**config.mk**
```make
export PLATFORM = sky130hd
export DESIGN_NAME = contactor_precharge_sequencer_core
export DESIGN_NICKNAME = d
export VERILOG_FILES = /design/src/cps_pkg.sv /design/src/cps_cfg_regs.sv /design/src/cps_step.sv /design/src/contactor_precharge_sequencer_core.sv
export SDC_FILE = /design/constraint.sdc
export NUM_CORES = 1
export LEC_CHECK = 0
export BUFFER_PORTS_ARGS = -buffer_cell sky130_fd_sc_hd__buf_2
export CAP_MARGIN = 30
export CORE_MARGIN = 2
export CORE_UTILIZATION = 55
export CTS_BUF_LIST = sky130_fd_sc_hd__clkbuf_16
export CTS_CLUSTER_SIZE = 10
export DETAILED_ROUTE_END_ITERATION = 7
export PLACE_DENSITY_LB_ADDON = 0.25
export SLEW_MARGIN = 20
export SYNTH_ARGS = -nofsm -noshare
export SYNTH_HDL_FRONTEND = slang
export SYNTH_SLANG_ARGS = --single-unit
export TNS_END_PERCENT = 20
```
**constraint.sdc**
```tcl
create_clock -name clk -period 4.8 [get_ports clk]
set_input_delay 0.96 -clock clk [delete_from_list [all_inputs] [get_ports clk]]
set_output_delay 0.96 -clock clk [all_outputs]
set_load 0.01 [all_outputs]
```
**src/cps_pkg.sv**
```systemverilog
// Shared types and constants for the contactor precharge sequencer.
`timescale 1ns / 1ps

package cps_pkg;

	// Configuration register width and index width.
	localparam int unsigned CFG_W     = 16;
	localparam int unsigned CFG_IDX_W = 2;

	// Configuration register indexes.
	typedef enum logic [CFG_IDX_W-1:0] {
		REG_WAIT_START = 2'd0,
		REG_PRECHARGE  = 2'd1,
		REG_SETTLE     = 2'd2
	} cps_reg_idx_t;

	// Reset values of the configuration registers, in ticks.
	localparam logic [CFG_W-1:0] WAIT_START_RST = 16'd200;
	localparam logic [CFG_W-1:0] PRECHARGE_RST  = 16'd5570;
	localparam logic [CFG_W-1:0] SETTLE_RST     = 16'd1000;

	// Phase codes as shown on the result channel.
	localparam logic [2:0] PC_START     = 3'd0;
	localparam logic [2:0] PC_WAIT      = 3'd1;
	localparam logic [2:0] PC_PRECHARGE = 3'd2;
	localparam logic [2:0] PC_MAIN_ON   = 3'd3;
	localparam logic [2:0] PC_RUN       = 3'd4;
	localparam logic [2:0] PC_SHUTDOWN  = 3'd5;

	// One-hot sequencer state.
	typedef enum logic [5:0] {
		PH_START     = 6'b000001,
		PH_WAIT      = 6'b000010,
		PH_PRECHARGE = 6'b000100,
		PH_MAIN_ON   = 6'b001000,
		PH_RUN       = 6'b010000,
		PH_SHUTDOWN  = 6'b100000
	} cps_phase_t;

	typedef struct packed {
		logic [CFG_W-1:0] wait_start;
		logic [CFG_W-1:0] precharge;
		logic [CFG_W-1:0] settle;
	} cps_cfg_t;

	typedef struct packed {
		logic loop_tripped;
		logic start_request;
		logic stop_request;
	} cps_cmd_t;

	typedef struct packed {
		logic       main_closed;
		logic       precharge_closed;
		logic       discharge_closed;
		logic       levitation_power;
		logic [2:0] phase_code;
	} cps_drive_t;

endpackage

```
**src/cps_cfg_regs.sv**
```systemverilog
// Configuration register file for the contactor precharge sequencer.
`timescale 1ns / 1ps

module cps_cfg_regs (
	input  logic                           clk,
	input  logic                           arst_n,
	input  logic                           cfg_valid,
	output logic                           cfg_ready,
	input  logic [cps_pkg::CFG_IDX_W-1:0]  cfg_index,
	input  logic [cps_pkg::CFG_W-1:0]      cfg_data,
	output cps_pkg::cps_cfg_t              cfg
);
	import cps_pkg::*;

	cps_cfg_t cfg_q;

	// Writes are always taken; an index past the last register is dropped.
	assign cfg_ready = 1'b1;
	assign cfg       = cfg_q;

	always_ff @(posedge clk or negedge arst_n) begin
		if (!arst_n) begin
			cfg_q.wait_start <= WAIT_START_RST;
			cfg_q.precharge  <= PRECHARGE_RST;
			cfg_q.settle     <= SETTLE_RST;
		end else if (cfg_valid && cfg_ready) begin
			unique case (cps_reg_idx_t'(cfg_index))
				REG_WAIT_START: cfg_q.wait_start <= cfg_data;
				REG_PRECHARGE:  cfg_q.precharge  <= cfg_data;
				REG_SETTLE:     cfg_q.settle     <= cfg_data;
				default:        ;
			endcase
		end
	end

endmodule

```
**src/cps_step.sv**
```systemverilog
// Next-state, phase timer and contactor drive logic for one tick.
`timescale 1ns / 1ps

module cps_step #(
	parameter int unsigned TICK_BITS = 16
) (
	input  cps_pkg::cps_phase_t    phase,
	input  logic [TICK_BITS-1:0]   ticks,
	input  cps_pkg::cps_cmd_t      cmd,
	input  cps_pkg::cps_cfg_t      cfg,
	output cps_pkg::cps_phase_t    phase_nxt,
	output logic [TICK_BITS-1:0]   ticks_nxt,
	output cps_pkg::cps_drive_t    drive
);
	import cps_pkg::*;

	localparam int unsigned CMP_W = (TICK_BITS > CFG_W) ? TICK_BITS : CFG_W;

	logic [TICK_BITS-1:0] ticks_inc;
	logic [CMP_W-1:0]     ticks_ext;
	logic                 wait_done;
	logic                 precharge_done;
	logic                 settle_done;
	logic                 enter;

	// The count saturates at all ones.
	assign ticks_inc = (&ticks) ? ticks : ticks + TICK_BITS'(1);
	assign ticks_ext = CMP_W'(ticks_inc);

	assign wait_done      = ticks_ext >= CMP_W'(cfg.wait_start);
	assign precharge_done = ticks_ext >= CMP_W'(cfg.precharge);
	assign settle_done    = ticks_ext >= CMP_W'(cfg.settle);

	always_comb begin
		phase_nxt = phase;
		enter     = 1'b0;
		if (cmd.loop_tripped) begin
			// A trip inside shutdown does not restart the phase timer.
			if (phase != PH_SHUTDOWN) begin
				phase_nxt = PH_SHUTDOWN;
				enter     = 1'b1;
			end
		end else begin
			unique case (phase)
				PH_START: if (cmd.start_request) begin
					phase_nxt = PH_WAIT;
					enter     = 1'b1;
				end
				PH_WAIT: if (wait_done) begin
					phase_nxt = PH_PRECHARGE;
					enter     = 1'b1;
				end
				PH_PRECHARGE: if (precharge_done) begin
					phase_nxt = PH_MAIN_ON;
					enter     = 1'b1;
				end
				PH_MAIN_ON: if (settle_done) begin
					phase_nxt = PH_RUN;
					enter     = 1'b1;
				end
				PH_RUN: if (cmd.stop_request) begin
					phase_nxt = PH_SHUTDOWN;
					enter     = 1'b1;
				end
				PH_SHUTDOWN: ;
				default: begin
					phase_nxt = PH_SHUTDOWN;
					enter     = 1'b1;
				end
			endcase
		end
		ticks_nxt = enter ? '0 : ticks_inc;
	end

	always_comb begin
		unique case (phase_nxt)
			PH_START:     drive = '{1'b0, 1'b0, 1'b1, 1'b0, PC_START};
			PH_WAIT:      drive = '{1'b0, 1'b0, 1'b1, 1'b0, PC_WAIT};
			PH_PRECHARGE: drive = '{1'b0, 1'b1, 1'b0, 1'b0, PC_PRECHARGE};
			PH_MAIN_ON:   drive = '{1'b1, 1'b1, 1'b0, 1'b0, PC_MAIN_ON};
			PH_RUN:       drive = '{1'b1, 1'b0, 1'b0, 1'b1, PC_RUN};
			PH_SHUTDOWN:  drive = '{1'b0, 1'b0, 1'b1, 1'b0, PC_SHUTDOWN};
			default:      drive = '{1'b0, 1'b0, 1'b1, 1'b0, PC_SHUTDOWN};
		endcase
	end

endmodule

```
**src/contactor_precharge_sequencer_core.sv**
```systemverilog
// Top level of the DC bus precharge contactor sequencer.
`timescale 1ns / 1ps

// Each input transfer is one millisecond tick carrying the shutdown-loop trip
// level and the start and stop requests; each tick yields exactly one result
// transfer with the main, precharge and discharge contactor drives, the
// levitation power enable and the phase code (0 start, 1 wait, 2 precharge,
// 3 main on, 4 run, 5 shutdown) after that tick's update. The block takes
// one tick per clock cycle when the result side does not stall: a tick is
// captured in an input register, the phase and phase timer are updated in
// one pass of compare logic, and the result is held in an output register.
// The input register keeps taking ticks while a finished result waits, so
// throughput is one tick per cycle until both registers are full. The dwell,
// precharge and settle times are set through the configuration port
// (indexes 0, 1 and 2, reset values 200, 5570 and 1000 ticks); write them
// only while no tick is in flight. The phase timer is TICK_BITS wide and
// saturates; a configured time the timer cannot reach holds the phase. A
// trip forces shutdown from any phase, and shutdown is left only by reset.
module contactor_precharge_sequencer_core #(
	parameter int unsigned TICK_BITS = 16
) (
	input  logic                           clk,
	input  logic                           arst_n,
	// Tick input channel.
	input  logic                           in_valid,
	output logic                           in_stall,
	input  logic                           loop_tripped,
	input  logic                           start_request,
	input  logic                           stop_request,
	// Result channel.
	output logic                           out_valid,
	input  logic                           out_stall,
	output logic                           main_closed,
	output logic                           precharge_closed,
	output logic                           discharge_closed,
	output logic                           levitation_power,
	output logic [2:0]                     phase_code,
	// Configuration write channel.
	input  logic                           cfg_valid,
	output logic                           cfg_ready,
	input  logic [cps_pkg::CFG_IDX_W-1:0]  cfg_index,
	input  logic [cps_pkg::CFG_W-1:0]      cfg_data
);
	import cps_pkg::*;

	cps_cfg_t             cfg;

	// Input register stage.
	logic                 valid_s1;
	cps_cmd_t             cmd_s1;

	// Result register stage.
	logic                 valid_s2;
	cps_drive_t           drive_s2;

	// Sequencer state.
	cps_phase_t           phase_q;
	logic [TICK_BITS-1:0] ticks_q;

	cps_phase_t           phase_nxt;
	logic [TICK_BITS-1:0] ticks_nxt;
	cps_drive_t           drive_nxt;

	logic                 s2_open;
	logic                 advance;
	logic                 in_xfer;

	cps_cfg_regs u_cfg (
		.clk       (clk),
		.arst_n    (arst_n),
		.cfg_valid (cfg_valid),
		.cfg_ready (cfg_ready),
		.cfg_index (cfg_index),
		.cfg_data  (cfg_data),
		.cfg       (cfg)
	);

	cps_step #(
		.TICK_BITS (TICK_BITS)
	) u_step (
		.phase     (phase_q),
		.ticks     (ticks_q),
		.cmd       (cmd_s1),
		.cfg       (cfg),
		.phase_nxt (phase_nxt),
		.ticks_nxt (ticks_nxt),
		.drive     (drive_nxt)
	);

	// The result register can load when it is empty or its transfer happens now.
	// The held tick moves on, and the state is updated, only when it can.
	assign s2_open  = !valid_s2 || !out_stall;
	assign advance  = valid_s1 && s2_open;
	assign in_stall = valid_s1 && !s2_open;
	assign in_xfer  = in_valid && !in_stall;

	always_ff @(posedge clk or negedge arst_n) begin
		if (!arst_n) begin
			valid_s1 <= 1'b0;
		end else if (in_xfer) begin
			valid_s1 <= 1'b1;
		end else if (advance) begin
			valid_s1 <= 1'b0;
		end
	end

	always_ff @(posedge clk) begin
		if (in_xfer) begin
			cmd_s1 <= '{loop_tripped, start_request, stop_request};
		end
	end

	always_ff @(posedge clk or negedge arst_n) begin
		if (!arst_n) begin
			phase_q <= PH_START;
			ticks_q <= '0;
		end else if (advance) begin
			phase_q <= phase_nxt;
			ticks_q <= ticks_nxt;
		end
	end

	always_ff @(posedge clk or negedge arst_n) begin
		if (!arst_n) begin
			valid_s2 <= 1'b0;
		end else if (s2_open) begin
			valid_s2 <= valid_s1;
		end
	end

	always_ff @(posedge clk) begin
		if (advance) begin
			drive_s2 <= drive_nxt;
		end
	end

	assign out_valid        = valid_s2;
	assign main_closed      = drive_s2.main_closed;
	assign precharge_closed = drive_s2.precharge_closed;
	assign discharge_closed = drive_s2.discharge_closed;
	assign levitation_power = drive_s2.levitation_power;
	assign phase_code       = drive_s2.phase_code;

`ifndef SYNTHESIS
	// Shutdown is latched until reset.
	a_shutdown_latched: assert property (@(posedge clk) disable iff (!arst_n)
		phase_q == PH_SHUTDOWN |=> phase_q == PH_SHUTDOWN)
		else $error("sequencer left the shutdown phase");

	// The discharge contactor is never closed together with main or precharge.
	a_no_short: assert property (@(posedge clk) disable iff (!arst_n)
		out_valid |-> !(discharge_closed && (main_closed || precharge_closed)))
		else $error("discharge closed together with a bus contactor");

	// Levitation power is on exactly in the run phase.
	a_lev_run: assert property (@(posedge clk) disable iff (!arst_n)
		out_valid |-> (levitation_power == (phase_code == PC_RUN)))
		else $error("levitation power does not match run phase");

	// The input side stalls only while a tick is held that cannot move on.
	a_stall_cause: assert property (@(posedge clk) disable iff (!arst_n)
		in_stall |-> (valid_s1 && valid_s2 && out_stall))
		else $error("input stalled without a blocked tick");
`endif

endmodule

```
Word level (Yosys, flattened, before mapping)
Cells that the tools add are included.
{"block": "classes", "addsub": 1, "n_reduce_logical": 14, "mux": 21, "magnitude_cmp": 3, "n_eq_ne": 14}
{"op": "greater-or-equal comparator 16 bit", "n": 3}
{"op": "2-to-1 mux 6 bit", "n": 7}
{"op": "one-hot mux 6 bit (6 select lines)", "n": 1}
{"op": "one-hot mux 7 bit (5 select lines)", "n": 1}
{"op": "2-to-1 mux 16 bit", "n": 2}
{"op": "adder 16 x 1 -> 16 bit, second input constant", "n": 1}
{"op": "AND reduction 16 bit", "n": 1}
{"op": "equality test 6 x 1 -> 1 bit, second input constant", "n": 2}
{"op": "equality test 6 x 2 -> 1 bit, second input constant", "n": 2}
{"op": "equality test 6 x 3 -> 1 bit, second input constant", "n": 2}
{"op": "equality test 6 x 4 -> 1 bit, second input constant", "n": 2}
{"op": "equality test 6 x 5 -> 1 bit, second input constant", "n": 2}
{"op": "2-to-1 mux 1 bit", "n": 9}
{"op": "equality test 6 bit, second input constant", "n": 1}
{"op": "!= test 6 bit, second input constant", "n": 1}
{"op": "one-hot mux 1 bit (6 select lines)", "n": 1}
{"op": "AND reduction 2 bit", "n": 3}
{"op": "zero test 1 bit", "n": 4}
{"op": "logical AND 1 bit", "n": 3}
{"op": "equality test 2 x 1 -> 1 bit, second input constant", "n": 1}
{"op": "equality test 2 bit, second input constant", "n": 1}
{"op": "zero test 2 bit", "n": 1}
{"op": "nonzero test 2 bit", "n": 1}
{"op": "logical OR 1 bit", "n": 1}
{"block": "totals", "output_inout_bits": 10, "regBits": 82, "in_bits": 26}

Logic depth before layout (Yosys ltp)
{"block": "logic_depth", "ltp_word": 8, "depth_mapped": 15}

By module
Synthesis repeated with hierarchy kept, for this count alone.
{"block": "unflattened", "hier_cells": 459, "area_unflattened_um2": 5012.3}
{"mod": "cps_step", "n_inst": 1, "area_each_um2": 1946.9, "cells_each": 291}
{"mod": "cps_cfg_regs", "n_inst": 1, "area_each_um2": 1845.5, "cells_each": 104}
{"mod": "contactor_precharge_sequencer_core", "n_inst": 1, "area_each_um2": 1219.9, "cells_each": 64}

Worst setup path before layout
Ideal clock, no wire load.
{"block": "synth_timing", "kind": "register to register", "from": "register ticks_q[0]", "to": "register ticks_q[10]", "stages_incl_launch_ff": 16, "t_arrival_ns": 3.484, "path_slack_ns": 1.238, "setup_ns": 0.077, "synth_period_minus_slack_ns": 3.562, "t_required_ns": 4.723, "cell_sequence": "dfrtp_1 ha_1 inv_1 nor4_2 nand3_1 clkbuf_1 nand3_1 xnor2_1 ha_1 a211o_1 a31oi_1 o311ai_0 o211ai_1 nand4b_4 buf_6 a21oi_1"}
{"block": "synth_via", "elab_chain_cells": 7}
{"item": "start, declared", "line_no": "contactor_precharge_sequencer_core.sv:58", "source": "logic [TICK_BITS-1:0] ticks_q;"}
{"item": "start signal, assigned", "line_no": "contactor_precharge_sequencer_core.sv:119", "source": "ticks_q <= ticks_nxt;"}
{"item": "adder 16 x 1 -> 16 bit / AND reduction 16 bit (equally long branches)", "line_no": "cps_step.sv:27", "source": "assign ticks_inc = (&ticks) ? ticks : ticks + TICK_BITS'(1);"}
{"item": "2-to-1 mux 16 bit *", "line_no": "cps_step.sv:27"}
{"item": "greater-or-equal comparator 16 bit, on equally long branches", "line_no": "cps_step.sv:32, cps_step.sv:30, cps_step.sv:31"}
{"item": "2-to-1 mux 1 bit, on equally long branches", "line_no": "cps_step.sv:57, cps_step.sv:49, cps_step.sv:53"}
{"item": "one-hot mux 1 bit (6 select lines)", "line_no": "cps_step.sv:44", "source": "unique case (phase)"}
{"item": "2-to-1 mux 1 bit", "line_no": "cps_step.sv:37", "source": "if (cmd.loop_tripped) begin"}
{"item": "2-to-1 mux 16 bit *", "line_no": "cps_step.sv:72", "source": "ticks_nxt = enter ? '0 : ticks_inc;"}
Mark *: on every way between the ends. The rest lies on a longest branch, timed or not.
A chain may end at the register's enable or synchronous reset.

Worst setup path after layout
{"block": "layout_timing", "from": "register ticks_q[0]", "to": "register ticks_q[2]"}
The elaborated chain is that of the path after synthesis.

==> run summary <==
Die height: 99.18 um
Clock Latency Late Sink: 0.34 ns
Multiplexer area fraction after synthesis: 0.09166
# port buffers: 34
Pre-antenna DRT Iters: 5
Leading cell types by count after synthesis: dfrtp_1, inv_1, ha_1
Via count: 3,716
Post-synthesis adder-cell area fraction: 0.1231
Required time worst endpoint: 5.06 ns
Final min period: 4.140 ns
Fin cells: 645
Slew at the pin closest to its max-slew limit: 0.8966 ns
FFs w/ async S/R, synth: 0.8889
WS Path Type: reg -> reg
Sequential area share after synthesis: 0.4199
Final-stage net count: 607
Grt ovf: 0
Post-Synthesis Cells: 501
CTS tree: done
Length in cells of the worst reg-to-reg path: 13
Reg area: 0.002092 sq mm
Max-slew violations: 0
Initial antenna violation count: 0
Xor and xnor area share after synthesis: 0.04219
Critical Path Start: ticks_q[0]
Post-CTS sizing: 0
CTS Sinks: 81
Detailed-placement wirelength estimate: 7986 um
Synthesized netlist net count: 576
Area of the multi-input gates: 0.002584 sq mm
Critical R2R Capture: ticks_q[2]
Inserted Clock Buffers: 9
Die area: 0.009836 sq mm
Area delta synth->final: 10.07%
RSZ-0062 raised after global routing: no
I/O pin count: 36
Register bit total from synthesis: 81
CP max FO: 16
Clock-pin slew on the worst setup and hold paths: 0.06 ns
Fin crit share: 0.8624
Post-CTS Hold Buffers: 0
Setup crit start kind: flop
Reg2reg start: ticks_q[0]
Synth Area in Simple Gates: 0.1356
First-pass GRT wire length: 17,600 um
Placeable Area: 0.008763 sq mm
Final Util: 0.6258
Rows: 34
Fmax: 0.2416 GHz
Unique masters post-synth: 54
Avg Vias per Cell: 5.761
Synth top area share: 0.2813
Relative slew margins: 0.4005
Avg WL per Cell: 16.14 um
CTS Root Cell: clkbuf_16
Total GRT Usage: 0.2255
Die width: 99.18 um
Vias in the first global route: 3,765
Iter 0 DRT Violations: 167
Antenna cells: 0
Clock skew: 0.007410 ns
Final Hold Fails: 0
Fillcell total: 721
H-tree Lvls: 3
Crit end category: flop
Post-CTS Setup Inserts: 0
Status: finished, final reports clean
Peak VDD IR: 0.2025 mV
Final WL: 10,410 um
Clock buffer depth: 2
Top-count cell post-synth: dfrtp_1
Synth Area in Compound Gates: 0.1236
EDFF count, synth: 9
Post-DRT Antenna Nets: 0
Largest area contributor in the netlist: dfrtp_1
R2R setup slack: 0.66 ns
Placed insts: 628
TNS Setup: 0 ns
Setup crit end: ticks_q[2]
Synthesis warning total: 0
Leakage power: 2.540 nW
Residual DRC: 0
Largest net degree at the start of global routing: 42
Synthesized area: 0.004982 sq mm
Hold crit path type: reg -> reg
Top_reg_cell synth: dfrtp_1
Initial Util: 0.5685
Critical path arrival: 4.40 ns
Max-cap violations: 0
Endpoints failing setup: 0
Main area contributors after synthesis: dfrtp_1, ha_1, dfstp_2
Layout cells sized above 1: 0.2142
Power Dens Cells: 355.6 mW/mm^2
Main combinational cell family by area after synthesis: simple AND/OR/NAND/NOR gates
Synth Area per Inst: 9.945 sq um
Gp weighted congestion: 0.9163
==> sequential cells by signal, summed over array words and instances (netlist names) <==
signal	count
discharge_closed	1
ticks_q	16
main_closed	1
out_valid	1
phase_q	6
valid_s1	1
phase_code	3
levitation_power	1
u_cfg.cfg	48
cmd_s1	3
==> worst min-delay path by stage <==
stage	startpoint	end	slack (ns)	cells after the start
2_1_floorplan	valid_s1	out_valid	0.46	1
3_3_place_gp	valid_s1	out_valid	0.47	1
3_5_place_dp	valid_s1	out_valid	0.49	1
4_1_cts	valid_s1	out_valid	0.50	1
5_1_grt	valid_s1	out_valid	0.52	1
6_report	valid_s1	out_valid	0.50	1
==> power by group <==
part           switching [W]  internal, W  total (W)
registers          0.0000571     0.000804   0.000861
logic               0.000262     0.000198   0.000460
clock network       0.000280     0.000349   0.000629
total               0.000599      0.00135    0.00195
==> metrics by stage <==
stage	hold slack (ns)	instance area, sq um	setup slack (ns)	total power (W)
6_report	0.5007	5484	0.6604	0.001950
5_1_grt	0.5170	5484	0.1573	0.002068
4_1_cts	0.4987	5473	0.6326	0.001962
3_5_place_dp	0.4866	5204	0.6428	0.001330
3_3_place_gp	0.4730	5195	0.8288	0.001306
2_1_floorplan	0.4564	4982	1.238	0.001187
==> cells by family after synthesis <==
group / after synthesis
AO/OA/AOI/OAI: 103
XOR/XNOR: 24
adder cells (fa/ha/maj): 49
buffers and inverters: 72
flip-flops: 81
multiplexers: 41
other: 1
AND/OR/NAND/NOR: 130
==> critical path, cell delays in order (launching register included) <==
cell      delay, ns
dfrtp_1        0.44
ha_1           0.26
inv_1          0.11
nor4_2         0.47
nand3_1        0.43
nand3_1        0.24
xnor2_1        0.20
ha_1           0.32
a211o_1        0.29
a31oi_1        0.15
o311ai_0       0.21
o211ai_1       0.39
nand4b_4       0.32
a21oi_1        0.22
==> metal layers <==
layer / GRT usage / wire length [um] / up-vias
li1: - / - / 1827
met2: 0.3950 / 5272 / 84
met1: 0.2798 / 4536 / 1789
met5: 0 / 0 / -
met4: 0.06955 / 167 / 0
met3: 0.04849 / 432 / 16
==> placed cells by master (no fill, tap or decap), types with 5 or more instances in the layout <==
cell       count
dfrtp_1       56
xnor2_1       14
nor3_1         9
ha_1          49
o21ai_0       34
a21o_1         5
a21oi_1       32
dfstp_2       16
a31oi_1        7
clkbuf_16      9
buf_2         35
inv_1         54
nand4_1       14
nand2_1       48
nand3_1       13
nor2_1        18
mux2_2        37
xor2_1        10
edfxtp_1       9
==> layout make-up <==
class / count / area share
clock inverters: 7 / 0.007985
well taps: 108 / 0.02464
flip-flops and latches: 81 / 0.3815
repair buffers: 38 / 0.03673
multi-input cells: 348 / 0.4711
clock buffers: 9 / 0.04107
inverters: 54 / 0.03696
No activity file was read; power rests on OpenSTA's default activity.
